File: config.mk
export PLATFORM = sky130hd
export DESIGN_NAME = postfix_expression_evaluator_unit_flat
export DESIGN_NICKNAME = d
export VERILOG_FILES = /design/src/rtl/pfx_pkg.sv /design/src/rtl/pfx_if.sv /design/src/rtl/pfx_ram.sv /design/src/rtl/pfx_ctrl.sv /design/src/rtl/pfx_dp.sv /design/src/rtl/postfix_expression_evaluator_unit.sv /design/src/flat_wrapper.sv
export SDC_FILE = /design/constraint.sdc
export NUM_CORES = 1
export LEC_CHECK = 0
export ABC_AREA = 1
export ABC_CLOCK_PERIOD_IN_PS = 8100
export BUFFER_PORTS_ARGS = -buffer_cell sky130_fd_sc_hd__buf_2
export CORE_ASPECT_RATIO = 1.25
export CORE_UTILIZATION = 34
export CTS_CLUSTER_DIAMETER = 120
export DETAILED_ROUTE_END_ITERATION = 12
export GPL_TIMING_DRIVEN = 1
export MAX_ROUTING_LAYER = met4
export PLACE_DENSITY_LB_ADDON = 0.3
export SKIP_LAST_GASP = 1
export SLEW_MARGIN = 10
export SYNTH_ARGS = -nofsm -noshare
export SYNTH_HDL_FRONTEND = slang
export SYNTH_SLANG_ARGS = --single-unit
File: constraint.sdc
create_clock -name clk -period 8.1 [get_ports clk]
set_input_delay 0.81 -clock clk [delete_from_list [all_inputs] [get_ports clk]]
set_output_delay 0.81 -clock clk [all_outputs]
set_load 0.1 [all_outputs]
File: src/rtl/pfx_pkg.sv
`timescale 1ns / 1ps
// shared constants, types and codes for the postfix expression evaluator
// no dependencies; used by the interfaces, the controller and the datapath
package pfx_pkg;

	localparam int STACK_DEPTH  = 16;
	localparam int VALUE_WIDTH  = 16;
	localparam int TOKEN_WIDTH  = 8;
	localparam int RESULT_WIDTH = 16;
	localparam int STATUS_WIDTH = 2;

	// stack pointer counts 0..STACK_DEPTH, address selects one entry
	localparam int SP_WIDTH   = $clog2(STACK_DEPTH + 1);
	localparam int ADDR_WIDTH = $clog2(STACK_DEPTH);
	// divider step counter counts VALUE_WIDTH..0
	localparam int CNT_WIDTH  = $clog2(VALUE_WIDTH + 1);

	localparam logic [TOKEN_WIDTH-1:0] CH_ZERO  = 8'h30;
	localparam logic [TOKEN_WIDTH-1:0] CH_NINE  = 8'h39;
	localparam logic [TOKEN_WIDTH-1:0] CH_PLUS  = 8'h2B;
	localparam logic [TOKEN_WIDTH-1:0] CH_MINUS = 8'h2D;
	localparam logic [TOKEN_WIDTH-1:0] CH_STAR  = 8'h2A;
	localparam logic [TOKEN_WIDTH-1:0] CH_SLASH = 8'h2F;

	typedef enum logic [STATUS_WIDTH-1:0] {
		ST_OK        = 2'd0,
		ST_UNDERFLOW = 2'd1,
		ST_OVERFLOW  = 2'd2,
		ST_DIV_ZERO  = 2'd3
	} status_t;

	typedef enum logic [2:0] {
		S_IDLE,
		S_DECODE,
		S_EXEC,
		S_DIV,
		S_FINISH
	} state_t;

	// controller -> datapath
	typedef struct packed {
		logic accept;      // latch token and last flag
		logic push;        // push digit
		logic flag_over;   // digit on full stack
		logic flag_under;  // operator short of operands
		logic rd_left;     // read left operand from stack memory
		logic alu_fin;     // write + - * result, pop
		logic div_zero;    // divide by zero: push zero, pop, flag
		logic div_load;    // start divider
		logic div_step;    // one divider iteration
		logic emit;        // load result register, clear stack
	} cmd_t;

	// datapath -> controller
	typedef struct packed {
		logic is_digit;
		logic is_op;
		logic is_div;
		logic sp_full;
		logic sp_lt2;
		logic right_zero;
		logic div_last;
		logic last;
		logic out_free;
	} stat_t;

endpackage

File: src/rtl/pfx_if.sv
`timescale 1ns / 1ps
// valid/ready channel interfaces for token input and result output
// depends on pfx_pkg for field widths
interface pfx_in_if import pfx_pkg::*; ();
	logic                   valid;
	logic                   ready;
	logic [TOKEN_WIDTH-1:0] token;
	logic                   last;

	modport source (output valid, token, last, input ready);
	modport sink (input valid, token, last, output ready);
endinterface

interface pfx_out_if import pfx_pkg::*; ();
	logic                           valid;
	logic                           ready;
	logic signed [RESULT_WIDTH-1:0] result_value;
	logic [STATUS_WIDTH-1:0]        status;

	modport source (output valid, result_value, status, input ready);
	modport sink (input valid, result_value, status, output ready);
endinterface

File: src/rtl/pfx_ram.sv
`timescale 1ns / 1ps
// generic single write port, single read port ram with registered read
// no dependencies
module pfx_ram #(
	parameter int WIDTH = 16,
	parameter int DEPTH = 16
) (
	input  logic                     clk,
	input  logic                     we,
	input  logic [$clog2(DEPTH)-1:0] waddr,
	input  logic [WIDTH-1:0]         wdata,
	input  logic                     re,
	input  logic [$clog2(DEPTH)-1:0] raddr,
	output logic [WIDTH-1:0]         rdata
);

	logic [WIDTH-1:0] mem_q [DEPTH];

	always_ff @(posedge clk) begin
		if (we) begin
			mem_q[waddr] <= wdata;
		end
		if (re) begin
			rdata <= mem_q[raddr];
		end
	end

endmodule

File: src/rtl/pfx_ctrl.sv
`timescale 1ns / 1ps
// sequencing state machine of the postfix evaluator
// depends on pfx_pkg for state, command and status types
module pfx_ctrl import pfx_pkg::*; (
	input  logic  clk,
	input  logic  arst_n,
	input  logic  in_valid,
	output logic  in_ready,
	input  stat_t stat,
	output cmd_t  cmd
);

	state_t state_q;
	state_t state_d;

	always_ff @(posedge clk or negedge arst_n) begin
		if (!arst_n) begin
			state_q <= S_IDLE;
		end else begin
			state_q <= state_d;
		end
	end

	// next state
	always_comb begin
		state_d = state_q;
		case (state_q)
			S_IDLE: begin
				if (in_valid) state_d = S_DECODE;
			end
			S_DECODE: begin
				if (stat.is_op && !stat.sp_lt2) state_d = S_EXEC;
				else state_d = S_FINISH;
			end
			S_EXEC: begin
				if (stat.is_div && !stat.right_zero) state_d = S_DIV;
				else state_d = S_FINISH;
			end
			S_DIV: begin
				if (stat.div_last) state_d = S_FINISH;
			end
			S_FINISH: begin
				if (!stat.last || stat.out_free) state_d = S_IDLE;
			end
			default: state_d = S_IDLE;
		endcase
	end

	// outputs
	always_comb begin
		cmd      = '0;
		in_ready = 1'b0;
		case (state_q)
			S_IDLE: begin
				in_ready   = 1'b1;
				cmd.accept = in_valid;
			end
			S_DECODE: begin
				if (stat.is_digit) begin
					cmd.push      = !stat.sp_full;
					cmd.flag_over = stat.sp_full;
				end else if (stat.is_op) begin
					cmd.flag_under = stat.sp_lt2;
					cmd.rd_left    = !stat.sp_lt2;
				end
			end
			S_EXEC: begin
				if (stat.is_div) begin
					cmd.div_zero = stat.right_zero;
					cmd.div_load = !stat.right_zero;
				end else begin
					cmd.alu_fin = 1'b1;
				end
			end
			S_DIV: begin
				cmd.div_step = 1'b1;
			end
			S_FINISH: begin
				cmd.emit = stat.last && stat.out_free;
			end
			default: begin
				cmd = '0;
			end
		endcase
	end

endmodule

File: src/rtl/pfx_dp.sv
`timescale 1ns / 1ps
// datapath: token latch, top-of-stack register, stack memory, alu,
// iterative divider, error status and result register; uses pfx_pkg, pfx_ram
module pfx_dp import pfx_pkg::*; (
	input  logic                           clk,
	input  logic                           arst_n,
	input  logic [TOKEN_WIDTH-1:0]         in_token,
	input  logic                           in_last,
	input  cmd_t                           cmd,
	output stat_t                          stat,
	output logic                           out_valid,
	input  logic                           out_ready,
	output logic signed [RESULT_WIDTH-1:0] out_value,
	output logic [STATUS_WIDTH-1:0]        out_status
);

	logic [TOKEN_WIDTH-1:0]  tok_q;
	logic                    last_q;
	logic [VALUE_WIDTH-1:0]  top_q;
	logic [SP_WIDTH-1:0]     sp_q;
	status_t                 err_q;
	logic                    out_valid_q;
	logic [RESULT_WIDTH-1:0] out_value_q;
	status_t                 out_status_q;

	logic [VALUE_WIDTH-1:0]  rem_q;
	logic [VALUE_WIDTH-1:0]  quo_q;
	logic [VALUE_WIDTH-1:0]  dvs_q;
	logic                    neg_q;
	logic [CNT_WIDTH-1:0]    cnt_q;

	logic [VALUE_WIDTH-1:0]   left;
	logic [VALUE_WIDTH-1:0]   digit;
	logic [SP_WIDTH-1:0]      sp_m1;
	logic [SP_WIDTH-1:0]      sp_m2;
	logic [2*VALUE_WIDTH-1:0] prod;
	logic [VALUE_WIDTH-1:0]   alu_res;
	logic [VALUE_WIDTH-1:0]   left_mag;
	logic [VALUE_WIDTH-1:0]   right_mag;
	logic [VALUE_WIDTH:0]     rem_sh;
	logic [VALUE_WIDTH:0]     rem_diff;
	logic [VALUE_WIDTH-1:0]   rem_nx;
	logic [VALUE_WIDTH-1:0]   quo_nx;
	logic [VALUE_WIDTH-1:0]   quo_signed;
	status_t                  end_status;

	assign sp_m1 = sp_q - SP_WIDTH'(1);
	assign sp_m2 = sp_q - SP_WIDTH'(2);
	assign digit = VALUE_WIDTH'(tok_q - CH_ZERO);

	pfx_ram #(
		.WIDTH(VALUE_WIDTH),
		.DEPTH(STACK_DEPTH)
	) u_stack (
		.clk  (clk),
		.we   (cmd.push && (sp_q != '0)),
		.waddr(sp_m1[ADDR_WIDTH-1:0]),
		.wdata(top_q),
		.re   (cmd.rd_left),
		.raddr(sp_m2[ADDR_WIDTH-1:0]),
		.rdata(left)
	);

	// status to controller
	assign stat.is_digit   = (tok_q >= CH_ZERO) && (tok_q <= CH_NINE);
	assign stat.is_op      = (tok_q == CH_PLUS) || (tok_q == CH_MINUS) ||
	                         (tok_q == CH_STAR) || (tok_q == CH_SLASH);
	assign stat.is_div     = (tok_q == CH_SLASH);
	assign stat.sp_full    = (sp_q == SP_WIDTH'(STACK_DEPTH));
	assign stat.sp_lt2     = (sp_q < SP_WIDTH'(2));
	assign stat.right_zero = (top_q == '0);
	assign stat.div_last   = (cnt_q == CNT_WIDTH'(1));
	assign stat.last       = last_q;
	assign stat.out_free   = !out_valid_q || out_ready;

	// add, subtract, multiply; right operand is the cached top
	assign prod = left * top_q;
	always_comb begin
		case (tok_q)
			CH_PLUS:  alu_res = left + top_q;
			CH_MINUS: alu_res = left - top_q;
			CH_STAR:  alu_res = prod[VALUE_WIDTH-1:0];
			default:  alu_res = '0;
		endcase
	end

	// restoring divider on magnitudes, one quotient bit per step
	assign left_mag  = left[VALUE_WIDTH-1] ? (~left + VALUE_WIDTH'(1)) : left;
	assign right_mag = top_q[VALUE_WIDTH-1] ? (~top_q + VALUE_WIDTH'(1)) : top_q;
	assign rem_sh    = {rem_q, quo_q[VALUE_WIDTH-1]};
	assign rem_diff  = rem_sh - {1'b0, dvs_q};
	assign rem_nx    = rem_diff[VALUE_WIDTH] ? rem_sh[VALUE_WIDTH-1:0]
	                                         : rem_diff[VALUE_WIDTH-1:0];
	assign quo_nx    = {quo_q[VALUE_WIDTH-2:0], !rem_diff[VALUE_WIDTH]};
	assign quo_signed = neg_q ? (~quo_nx + VALUE_WIDTH'(1)) : quo_nx;

	// first error sticks; an empty stack at the end counts as underflow
	assign end_status = (err_q != ST_OK) ? err_q :
	                    (sp_q == '0) ? ST_UNDERFLOW : ST_OK;

	always_ff @(posedge clk) begin
		if (cmd.accept) begin
			tok_q  <= in_token;
			last_q <= in_last;
		end
		if (cmd.push) begin
			top_q <= digit;
		end else if (cmd.alu_fin) begin
			top_q <= alu_res;
		end else if (cmd.div_zero) begin
			top_q <= '0;
		end else if (cmd.div_step && stat.div_last) begin
			top_q <= quo_signed;
		end
		if (cmd.div_load) begin
			rem_q <= '0;
			quo_q <= left_mag;
			dvs_q <= right_mag;
			neg_q <= left[VALUE_WIDTH-1] ^ top_q[VALUE_WIDTH-1];
		end else if (cmd.div_step) begin
			rem_q <= rem_nx;
			quo_q <= quo_nx;
		end
		if (cmd.emit) begin
			out_value_q  <= (sp_q == '0) ? '0 : RESULT_WIDTH'(top_q);
			out_status_q <= end_status;
		end
	end

	always_ff @(posedge clk or negedge arst_n) begin
		if (!arst_n) begin
			sp_q        <= '0;
			err_q       <= ST_OK;
			cnt_q       <= '0;
			out_valid_q <= 1'b0;
		end else begin
			if (cmd.emit) begin
				sp_q <= '0;
			end else if (cmd.push) begin
				sp_q <= sp_q + SP_WIDTH'(1);
			end else if (cmd.alu_fin || cmd.div_zero ||
			             (cmd.div_step && stat.div_last)) begin
				sp_q <= sp_m1;
			end

			if (cmd.emit) begin
				err_q <= ST_OK;
			end else if (err_q == ST_OK) begin
				if (cmd.flag_over) err_q <= ST_OVERFLOW;
				else if (cmd.flag_under) err_q <= ST_UNDERFLOW;
				else if (cmd.div_zero) err_q <= ST_DIV_ZERO;
			end

			if (cmd.div_load) begin
				cnt_q <= CNT_WIDTH'(VALUE_WIDTH);
			end else if (cmd.div_step) begin
				cnt_q <= cnt_q - CNT_WIDTH'(1);
			end

			if (cmd.emit) begin
				out_valid_q <= 1'b1;
			end else if (out_ready) begin
				out_valid_q <= 1'b0;
			end
		end
	end

	assign out_valid  = out_valid_q;
	assign out_value  = out_value_q;
	assign out_status = out_status_q;

	a_sp_range: assert property (@(posedge clk) disable iff (!arst_n)
		sp_q <= SP_WIDTH'(STACK_DEPTH))
		else $error("stack pointer beyond depth");

	a_emit_clears: assert property (@(posedge clk) disable iff (!arst_n)
		cmd.emit |=> (sp_q == '0) && (err_q == ST_OK) && out_valid_q)
		else $error("end of expression did not clear state");

	a_err_sticky: assert property (@(posedge clk) disable iff (!arst_n)
		(err_q != ST_OK) && !cmd.emit |=> err_q == $past(err_q))
		else $error("held error overwritten");

	a_div_count: assert property (@(posedge clk) disable iff (!arst_n)
		cmd.div_step |-> cnt_q != '0)
		else $error("divider stepped past its last bit");

	a_result_held: assert property (@(posedge clk) disable iff (!arst_n)
		out_valid_q && !out_ready |=> out_valid_q && $stable(out_value_q))
		else $error("pending result lost");

endmodule

File: src/rtl/postfix_expression_evaluator_unit.sv
`timescale 1ns / 1ps
// top level of the postfix expression evaluator: controller plus datapath
// depends on pfx_pkg, pfx_if, pfx_ctrl, pfx_dp, pfx_ram
//
// Evaluates a postfix expression fed one ASCII character per transfer on
// token_ch. Digits push their value, + - * / pop two operands and push the
// result in 16-bit two's complement (wrapping, division truncates toward
// zero), other characters are skipped. The transfer flagged last closes the
// expression: one transfer on result_ch then carries the top value and a
// status (ok, stack underflow, stack overflow, divide by zero; the first
// error of an expression is reported), and the stack is emptied. Tokens are
// handled one at a time, each passing idle, decode and finish; + - * add
// execute (one read of the stack memory for the left operand), and / adds
// execute and a divide state in which the restoring divider resolves one
// quotient bit per cycle over the 16-bit operands. An operator short of
// operands skips execute, a divide by zero skips divide. A result waits in
// an output register, so tokens keep flowing while it is pending; only the
// next last token waits for it to drain. No memory clearing after reset.
module postfix_expression_evaluator_unit import pfx_pkg::*; (
	input logic        clk,
	input logic        arst_n,
	pfx_in_if.sink     token_ch,
	pfx_out_if.source  result_ch
);

	// command and status between sequencer and datapath
	cmd_t  cmd;
	stat_t stat;

	// sequencer: owns input ready, steps through decode, execute,
	// divide and finish as each token needs
	pfx_ctrl u_ctrl (
		.clk     (clk),
		.arst_n  (arst_n),
		.in_valid(token_ch.valid),
		.in_ready(token_ch.ready),
		.stat    (stat),
		.cmd     (cmd)
	);

	// datapath: top-of-stack register, stack memory below it, alu,
	// divider and the result register that drives result_ch
	pfx_dp u_dp (
		.clk       (clk),
		.arst_n    (arst_n),
		.in_token  (token_ch.token),
		.in_last   (token_ch.last),
		.cmd       (cmd),
		.stat      (stat),
		.out_valid (result_ch.valid),
		.out_ready (result_ch.ready),
		.out_value (result_ch.result_value),
		.out_status(result_ch.status)
	);

endmodule

File: src/flat_wrapper.sv
// flat-port wrapper written by rule: the top's interface ports become plain ports
module postfix_expression_evaluator_unit_flat import pfx_pkg::*;
  (clk, arst_n, token_ch_valid, token_ch_token, token_ch_last, token_ch_ready, result_ch_valid, result_ch_result_value, result_ch_status, result_ch_ready);
  pfx_in_if token_ch_i ();
  pfx_out_if result_ch_i ();
  input logic clk;
  input logic arst_n;
  input wire logic [$bits(token_ch_i.valid)-1:0] token_ch_valid;
  input wire logic [$bits(token_ch_i.token)-1:0] token_ch_token;
  input wire logic [$bits(token_ch_i.last)-1:0] token_ch_last;
  output wire logic [$bits(token_ch_i.ready)-1:0] token_ch_ready;
  output wire logic [$bits(result_ch_i.valid)-1:0] result_ch_valid;
  output wire logic [$bits(result_ch_i.result_value)-1:0] result_ch_result_value;
  output wire logic [$bits(result_ch_i.status)-1:0] result_ch_status;
  input wire logic [$bits(result_ch_i.ready)-1:0] result_ch_ready;
  assign token_ch_i.valid = token_ch_valid;
  assign token_ch_i.token = token_ch_token;
  assign token_ch_i.last = token_ch_last;
  assign token_ch_ready = token_ch_i.ready;
  assign result_ch_valid = result_ch_i.valid;
  assign result_ch_result_value = result_ch_i.result_value;
  assign result_ch_status = result_ch_i.status;
  assign result_ch_i.ready = result_ch_ready;
  postfix_expression_evaluator_unit u_core (.clk(clk), .arst_n(arst_n), .token_ch(token_ch_i), .result_ch(result_ch_i));
endmodule
== Yosys cells after proc, flatten, opt, wreduce, memory -nomap -nowiden ==
Memory sizes are Yosys's and may differ from the RTL's. A register that Yosys moved wholly into a read port is not among the register bits.
Index checks and enable logic that the tools add are counted.

* Register bits: 108
* Memory bits (writable): 256
* Output and inout port bits: 20
* Logic and storage cells: 125
* Memories kept: 1

* Add/subtract/negate cells: 11
* Multiply operators: 1
* Order comparisons: 3
* Equality and inequality tests: 13
* Muxes and demuxes: 44
* Bitwise gates (word level): 4
* Reductions and logical operators: 33

{| class="wikitable"
|+ Memory list
! memory !! depth !! width !! read ports !! clocked after Yosys merged registers in !! write ports !! RTL line !! RTL
|-
| u_core.u_dp.u_stack.mem_q || 16 || 16 || 1 || 1 || 1 || pfx_ram.sv:17 || <nowiki>logic [WIDTH-1:0] mem_q [DEPTH];</nowiki>
|}

{| class="wikitable"
|+ Operator list
! cell !! number
|-
| $mux W16 || 9
|-
| $add A16 B1 Y16 const B || 3
|-
| $not A16 Y16 || 3
|-
| $pmux W16 S3 || 1
|-
| $eq A8 B6 Y1 const B || 4
|-
| $mux W5 || 5
|-
| $mux W2 || 10
|-
| $mux W3 || 6
|-
| $sub A17 B16 Y17 || 1
|-
| $add A16 B16 Y16 || 1
|-
| $logic_not A16 Y1 || 1
|-
| $mul A16 B16 Y16 || 1
|-
| $sub A16 B16 Y16 || 1
|-
| $mux W15 || 1
|-
| $pmux W3 S5 || 1
|-
| $mux W1 || 10
|-
| $sub A5 B1 Y5 const B || 2
|-
| $sub A8 B6 Y9 const B || 1
|-
| $ge A8 B6 Y1 const B || 1
|-
| $le A8 B6 Y1 const B || 1
|-
| $reduce_bool A2 Y1 || 4
|-
| $reduce_bool A4 Y1 || 2
|-
| $logic_or A1 B1 Y1 || 7
|-
| $eq A3 B2 Y1 const B || 2
|-
| other kinds (19) || 31
|}

== Depth between registers and ports, before layout ==
* Depth in word-level cells: 11
* Gate-level depth with buffers: 33
* Depth with buffers taken out: 31

== Hierarchy ==
A second synthesis with hierarchy kept.

* Cells, all modules: 2,764
* Area, all modules: 23,719.0 um2

{| class="wikitable"
|+ Modules (own cells, without submodules)
! module !! times used !! cells each !! area an instance (um2) !! sequential area each (um2)
|-
| pfx_dp || 1 || 1,639 || 11,871.4 || 2,927.8
|-
| pfx_ram || 1 || 1,074 || 11,541.1 || 8,167.8
|-
| pfx_ctrl || 1 || 51 || 306.5 || 75.1
|}

== Worst setup path after synthesis ==
No wires, ideal clock.

* Path type: register to register
* Start point: register u_core.u_dp.top_q[9]
* End point: register u_core.u_dp.top_q[14], data pin
* Data arrival time: 5,473 ps
* Setup slack: 2,368 ps
* Cell stages (with the launch flop): 23
* Buffers on the path: 2
* Period minus slack after synthesis: 5,732 ps
* Path through: edfxtp_1 -> clkbuf_2 -> clkbuf_1 -> nand2_1 -> fa_1 -> inv_1 -> fa_1 -> fa_1 -> fa_1 -> fa_1 -> inv_1 -> fa_1 -> inv_1 -> ha_1 -> inv_1 -> nor4_1 -> nand3_1 -> nand3_1 -> a21oi_1 -> o21ai_0 -> o21ai_0 -> nand2_1 -> nand3_1

* Cells in the longest elaborated chain, start to end: 6
* Elaborated cells on any way between the ends: 10

{| class="wikitable"
|+ Ends and longest elaborated chain
! what !! RTL line !! RTL
|-
| start: declaration || pfx_dp.sv:19 || <nowiki>logic [VALUE_WIDTH-1:0] top_q;</nowiki>
|-
| start signal: assignment || pfx_dp.sv:107 || <nowiki>top_q <= digit;</nowiki>
|-
| start signal: assignment || pfx_dp.sv:109 || <nowiki>top_q <= alu_res;</nowiki>
|-
| start signal: assignment || pfx_dp.sv:113 || <nowiki>top_q <= quo_signed;</nowiki>
|-
| parallel branches: the longest is 4 deep, another holds $mul A16 B16 Y16 || - ||
|-
| $mux W16 * || pfx_dp.sv:108 || <nowiki>end else if (cmd.alu_fin) begin</nowiki>
|-
| $mux W16 * || pfx_dp.sv:106 || <nowiki>if (cmd.push) begin</nowiki>
|}

Mark *: on every way between the ends.
A chain may end at the register's enable or synchronous reset.

== Worst setup path in the final report ==
* Start point: register u_core.u_dp.top_q[5]
* End point: register u_core.u_dp.top_q[12], data pin

The elaborated chain is that of the path after synthesis.

==> impl_metrics.prom <==
# TYPE chip_impl_metric gauge
chip_impl_metric{name="design.core.area",unit="sq um"} 65820
chip_impl_metric{name="fill_cells",unit=""} 6453
chip_impl_metric{name="syn_area",unit="sq um"} 22680
chip_impl_metric{name="sequential_cell_area",unit="sq um"} 11180
chip_impl_info{name="crit_end",value="u_core.u_dp.top_q[12]"} 1
chip_impl_metric{name="routed-via-count",unit=""} 17240
chip_impl_info{name="run_status",value="finished, final reports clean"} 1
chip_impl_metric{name="cts_post_setup_buffers_inserted",unit=""} 0
chip_impl_metric{name="total_power",unit="mW"} 6.832
chip_impl_metric{name="htree_num_levels",unit=""} 2
chip_impl_metric{name="setup-violations-final",unit=""} 0
chip_impl_metric{name="p_per_area",unit="nW/um^2"} 273.6
chip_impl_metric{name="wl",unit="um"} 66130
chip_impl_metric{name="cts_max_path_buffers",unit=""} 3
chip_impl_metric{name="multi_input_area",unit="sq um"} 9652
chip_impl_metric{name="fin_skew",unit="ns"} 0.02402
chip_impl_metric{name="postRouteAntennaNets",unit=""} 0
chip_impl_metric{name="port_buffers",unit=""} 32
chip_impl_metric{name="actual_transition_at_the_worst_max_transition_pin",unit="ns"} 1.275
chip_impl_metric{name="routabilityCongestion",unit=""} 0.9597
chip_impl_metric{name="num_antenna_cells",unit=""} 0
chip_impl_metric{name="p_seq_share",unit="%"} 35.6
chip_impl_info{name="hp-class",value="input pin to asynchronous set/reset pin"} 1
chip_impl_info{name="worst_setup_path_start",value="u_core.u_dp.top_q[5]"} 1
chip_impl_metric{name="route.detailed.wl_per_inst",unit="um"} 20.01
chip_impl_metric{name="fp.dieArea",unit="sq um"} 67740
chip_impl_metric{name="clkSlewWorstSetupHoldPaths",unit="ns"} 0.06
chip_impl_metric{name="total_switching_power",unit="mW"} 2.775
chip_impl_metric{name="worst_ep_required_time",unit="ns"} 8.40
chip_impl_metric{name="netlist_instances",unit=""} 2416
chip_impl_metric{name="timing.final.max_slew_violations",unit=""} 0
chip_impl_info{name="tritoncts",value="yes"} 1
chip_impl_metric{name="seq_area_frac_synth",unit="%"} 49.26
chip_impl_metric{name="power.combinational.fraction",unit="%"} 39.0
chip_impl_metric{name="cell_internal_pwr",unit="mW"} 4.057
chip_impl_metric{name="worstPathMaxFanout",unit=""} 35
chip_impl_metric{name="drc_errors",unit=""} 0
chip_impl_info{name="critPathKind",value="flip-flop to flip-flop"} 1
chip_impl_metric{name="cts-buffers-inserted",unit=""} 37
chip_impl_metric{name="chipWidth",unit="um"} 233.0
chip_impl_metric{name="synthesis.yosys.warnings",unit=""} 0
chip_impl_metric{name="drt_iter0_drc",unit=""} 1569
chip_impl_metric{name="grt_pass1_wl",unit="um"} 102100
chip_impl_metric{name="floorplan.initialDensity",unit="%"} 34.45
chip_impl_metric{name="finalWorstSetupSlack",unit="ns"} 1.789
chip_impl_metric{name="post-route-min-period",unit="ns"} 6.311
chip_impl_metric{name="yosys_register_bits",unit=""} 380
chip_impl_metric{name="hold_viol_final",unit=""} 0
chip_impl_info{name="cp-start-kind",value="flip-flop"} 1
chip_impl_metric{name="grt_overflow_total",unit=""} 0
chip_impl_metric{name="vdd_drop_max",unit="V"} 0.0001488
chip_impl_metric{name="syn-mean-instance-area",unit="sq um"} 9.386
chip_impl_metric{name="register_to_register_setup_slack",unit="ns"} 1.79
chip_impl_metric{name="final_min_period_over_clock_period",unit="%"} 77.91
chip_impl_metric{name="slew-limit-headroom",unit="%"} 14.97
chip_impl_metric{name="synth_largest_type_area_fraction",unit="%"} 46.08
chip_impl_metric{name="synth-edff-count",unit=""} 348
chip_impl_metric{name="grt_antenna_before_repair",unit=""} 0
chip_impl_info{name="synthFlopType",value="sky130_fd_sc_hd__edfxtp_1"} 1
chip_impl_metric{name="area_growth_syn_to_layout",unit="%"} 10.10
chip_impl_metric{name="number_of_instances_resized_during_post_cts_repair",unit=""} 0
chip_impl_metric{name="tritoncts_num_sinks",unit=""} 380
chip_impl_metric{name="f_max",unit="MHz"} 158.5
chip_impl_info{name="worstReg2RegEnd",value="u_core.u_dp.top_q[12]"} 1
chip_impl_metric{name="vias_in_the_first_global_route",unit=""} 17110
chip_impl_metric{name="ios",unit=""} 33
chip_impl_info{name="post_synth_main_area_contributors",value="sky130_fd_sc_hd__edfxtp_1 (46%), sky130_fd_sc_hd__nand2_1 (7.5%), sky130_fd_sc_hd__fa_1 (7.2%), sky130_fd_sc_hd__inv_1 (5.9%), sky130_fd_sc_hd__o21ai_0 (5.9%)"} 1
chip_impl_metric{name="place_worst_setup_slack",unit="ns"} 1.877
chip_impl_metric{name="hpwl",unit="um"} 44640
chip_impl_metric{name="worstPathArrival",unit="ns"} 6.61
chip_impl_metric{name="synthArstFlopShare",unit="%"} 4.211
chip_impl_metric{name="worst-r2r-cell-count",unit=""} 23
chip_impl_info{name="clockRootBuffer",value="sky130_fd_sc_hd__clkbuf_16"} 1
chip_impl_metric{name="clock_latency",unit="ns"} 0.56
chip_impl_metric{name="postSynthNetCount",unit=""} 2608
chip_impl_metric{name="grt_max_degree",unit=""} 79
chip_impl_metric{name="placementRows",unit=""} 105
chip_impl_metric{name="p_leak",unit="nW"} 10.67
chip_impl_metric{name="final_net_count",unit=""} 2612
chip_impl_metric{name="timing.max_cap.violations",unit=""} 0
chip_impl_metric{name="die_height",unit="um"} 290.7
chip_impl_info{name="final_cell_mix",value="sky130_fd_sc_hd__nand2_1 (455), sky130_fd_sc_hd__inv_1 (355), sky130_fd_sc_hd__edfxtp_1 (348), sky130_fd_sc_hd__o21ai_0 (267), sky130_fd_sc_hd__nor2_1 (237)"} 1
chip_impl_info{name="critical_path_endpoint_category",value="flip-flop"} 1
chip_impl_info{name="rr_startpoint",value="u_core.u_dp.top_q[5]"} 1
chip_impl_metric{name="switching_share",unit="%"} 40.62
chip_impl_metric{name="share_of_post_route_cells_with_drive_strength_above_1",unit="%"} 7.680
chip_impl_metric{name="grt.total_usage",unit="%"} 20.37
chip_impl_metric{name="route.detailed.vias_per_inst",unit=""} 5.219
chip_impl_metric{name="synth_cell_types",unit=""} 59
chip_impl_info{name="netlist.top_cell.by_area",value="sky130_fd_sc_hd__edfxtp_1"} 1
chip_impl_metric{name="setup_total_negative_slack",unit="ns"} 0
chip_impl_metric{name="cts-hold-fix-buffers",unit=""} 0
chip_impl_info{name="rsz0062_at_grt",value="no"} 1
chip_impl_metric{name="power.share.clock",unit="%"} 25.4
chip_impl_metric{name="drt_pre_antenna_iters",unit=""} 6
chip_impl_info{name="mostFrequentLayoutCell",value="sky130_fd_sc_hd__nand2_1"} 1
-- layout make-up --
| class | count | area share, % |
|---|---|---|
| flip-flops and latches | 380 | 44.76 |
| multi-input cells | 1558 | 38.66 |
| clock buffers | 49 | 4.099 |
| well taps | 856 | 4.290 |
| inverters | 366 | 5.517 |
| clock inverters | 18 | 0.6815 |
| repair buffers | 77 | 1.994 |
-- state kept, by name, indices dropped and copies added, names as in the netlist --
register and flops:
u_core.u_dp.out_status 2, u_core.u_ctrl.state_q 3, u_core.u_dp.sp_q 5, u_core.u_dp.out_valid 1, u_core.u_dp.dvs_q 16, u_core.u_dp.u_stack.rdata 16, u_core.u_dp.cnt_q 5, u_core.u_dp.tok_q 8
u_core.u_dp.rem_q 16, u_core.u_dp.last_q 1, u_core.u_dp.quo_q 16, u_core.u_dp.neg_q 1, u_core.u_dp.out_value 16, u_core.u_dp.top_q 16, u_core.u_dp.err_q 2, u_core.u_dp.u_stack.mem_q 256
-- how the worst min path moves through the flow --
| stage | endpoint | cells past startpoint |
|---|---|---|
| floorplan | u_core.u_dp.rem_q[9] | 2 |
| global placement | u_core.u_dp.rem_q[9] | 2 |
| detailed placement | u_core.u_dp.rem_q[13] | 2 |
| CTS | u_core.u_dp.cnt_q[4] | 1 |
| global route | u_core.u_dp.cnt_q[4] | 1 |
| finish | u_core.u_dp.sp_q[2] | 1 |
-- power groups by stage --
| stage | clock (mW) | combinational, mW | sequential, mW |
|---|---|---|---|
| 6_report | 1.74 | 2.66 | 2.43 |
| 5_1_grt | 1.83 | 2.98 | 2.45 |
| 4_1_cts | 1.76 | 2.68 | 2.43 |
| 3_5_place_dp | 0 | 2.65 | 2.47 |
| 3_3_place_gp | 0 | 2.63 | 2.47 |
| 2_1_floorplan | 0 | 1.83 | 2.49 |
-- cell usage after synthesis, types with 21 or more instances --
| cell type | n |
|---|---|
| sky130_fd_sc_hd__nand2_1 | 455 |
| sky130_fd_sc_hd__inv_1 | 357 |
| sky130_fd_sc_hd__edfxtp_1 | 348 |
| sky130_fd_sc_hd__o21ai_0 | 267 |
| sky130_fd_sc_hd__nor2_1 | 239 |
| sky130_fd_sc_hd__ha_1 | 97 |
| sky130_fd_sc_hd__nand3_1 | 90 |
| sky130_fd_sc_hd__fa_1 | 82 |
| sky130_fd_sc_hd__clkbuf_1 | 71 |
| sky130_fd_sc_hd__a21oi_1 | 54 |
| sky130_fd_sc_hd__o22ai_1 | 44 |
| sky130_fd_sc_hd__xor2_1 | 31 |
| sky130_fd_sc_hd__buf_2 | 29 |
| sky130_fd_sc_hd__o211ai_1 | 25 |
| sky130_fd_sc_hd__o221ai_1 | 24 |
| sky130_fd_sc_hd__xnor2_1 | 21 |
-- cells by family (layout without fill, tap and decap cells) --
kind of cell,count (synthesis),count (layout),synth area share (%)
and+or+nand+nor,862,862,16.07
AOI/OAI and AO/OA,464,464,11.77
buffers and inverters,478,510,8.221
xor gates and xnor gates,53,53,2.080
DFF,380,380,49.26
adders and majority gates,179,179,12.59
-- layer usage --
metal / part of all wire (%) / vias to the layer above / wire length (um) / global-route usage (%)
met4: 3.8 / 0 / 2488 / 7.508
li1: - / 8053 / - / -
met3: 5.7 / 133 / 3738 / 1.501
met2: 49 / 583 / 32640 / 33.96
met1: 41 / 8474 / 27270 / 25.81
met5: 0 / - / 0 / -
-- per-stage QoR --
stage | hold WS, ns | util (%) | cell area [sq um] | cells
finish | 0.1933 | 37.93 | 24970 | 3304
global route | 0.2151 | 37.93 | 24970 | 3304
CTS | 0.1951 | 37.93 | 24970 | 3304
detailed placement | 0.4655 | 36.12 | 23770 | 3237
global placement | 0.4629 | 36.12 | 23770 | 3237
floorplan | 0.4457 | - | 22680 | 2416
-- critical path, cell delays in order, from the launching register on --
cell,delay [ns]
sky130_fd_sc_hd__edfxtp_1,1.20
sky130_fd_sc_hd__nand2_1,0.11
sky130_fd_sc_hd__inv_1,0.12
sky130_fd_sc_hd__fa_1,0.45
sky130_fd_sc_hd__fa_1,0.49
sky130_fd_sc_hd__ha_1,0.24
sky130_fd_sc_hd__fa_1,0.54
sky130_fd_sc_hd__inv_1,0.05
sky130_fd_sc_hd__fa_1,0.48
sky130_fd_sc_hd__fa_1,0.56
sky130_fd_sc_hd__inv_1,0.04
sky130_fd_sc_hd__ha_1,0.34
sky130_fd_sc_hd__nand2_1,0.09
sky130_fd_sc_hd__nor3_1,0.28
sky130_fd_sc_hd__nand2_1,0.08
sky130_fd_sc_hd__nand2_1,0.09
sky130_fd_sc_hd__nand2_1,0.07
sky130_fd_sc_hd__nand2_1,0.06
sky130_fd_sc_hd__a21oi_1,0.07
sky130_fd_sc_hd__or2_2,0.27
sky130_fd_sc_hd__nand3_1,0.09
sky130_fd_sc_hd__o21ai_0,0.12
sky130_fd_sc_hd__nand2_1,0.12
sky130_fd_sc_hd__o211ai_1,0.09
No activity file was read; power rests on OpenSTA's default activity.
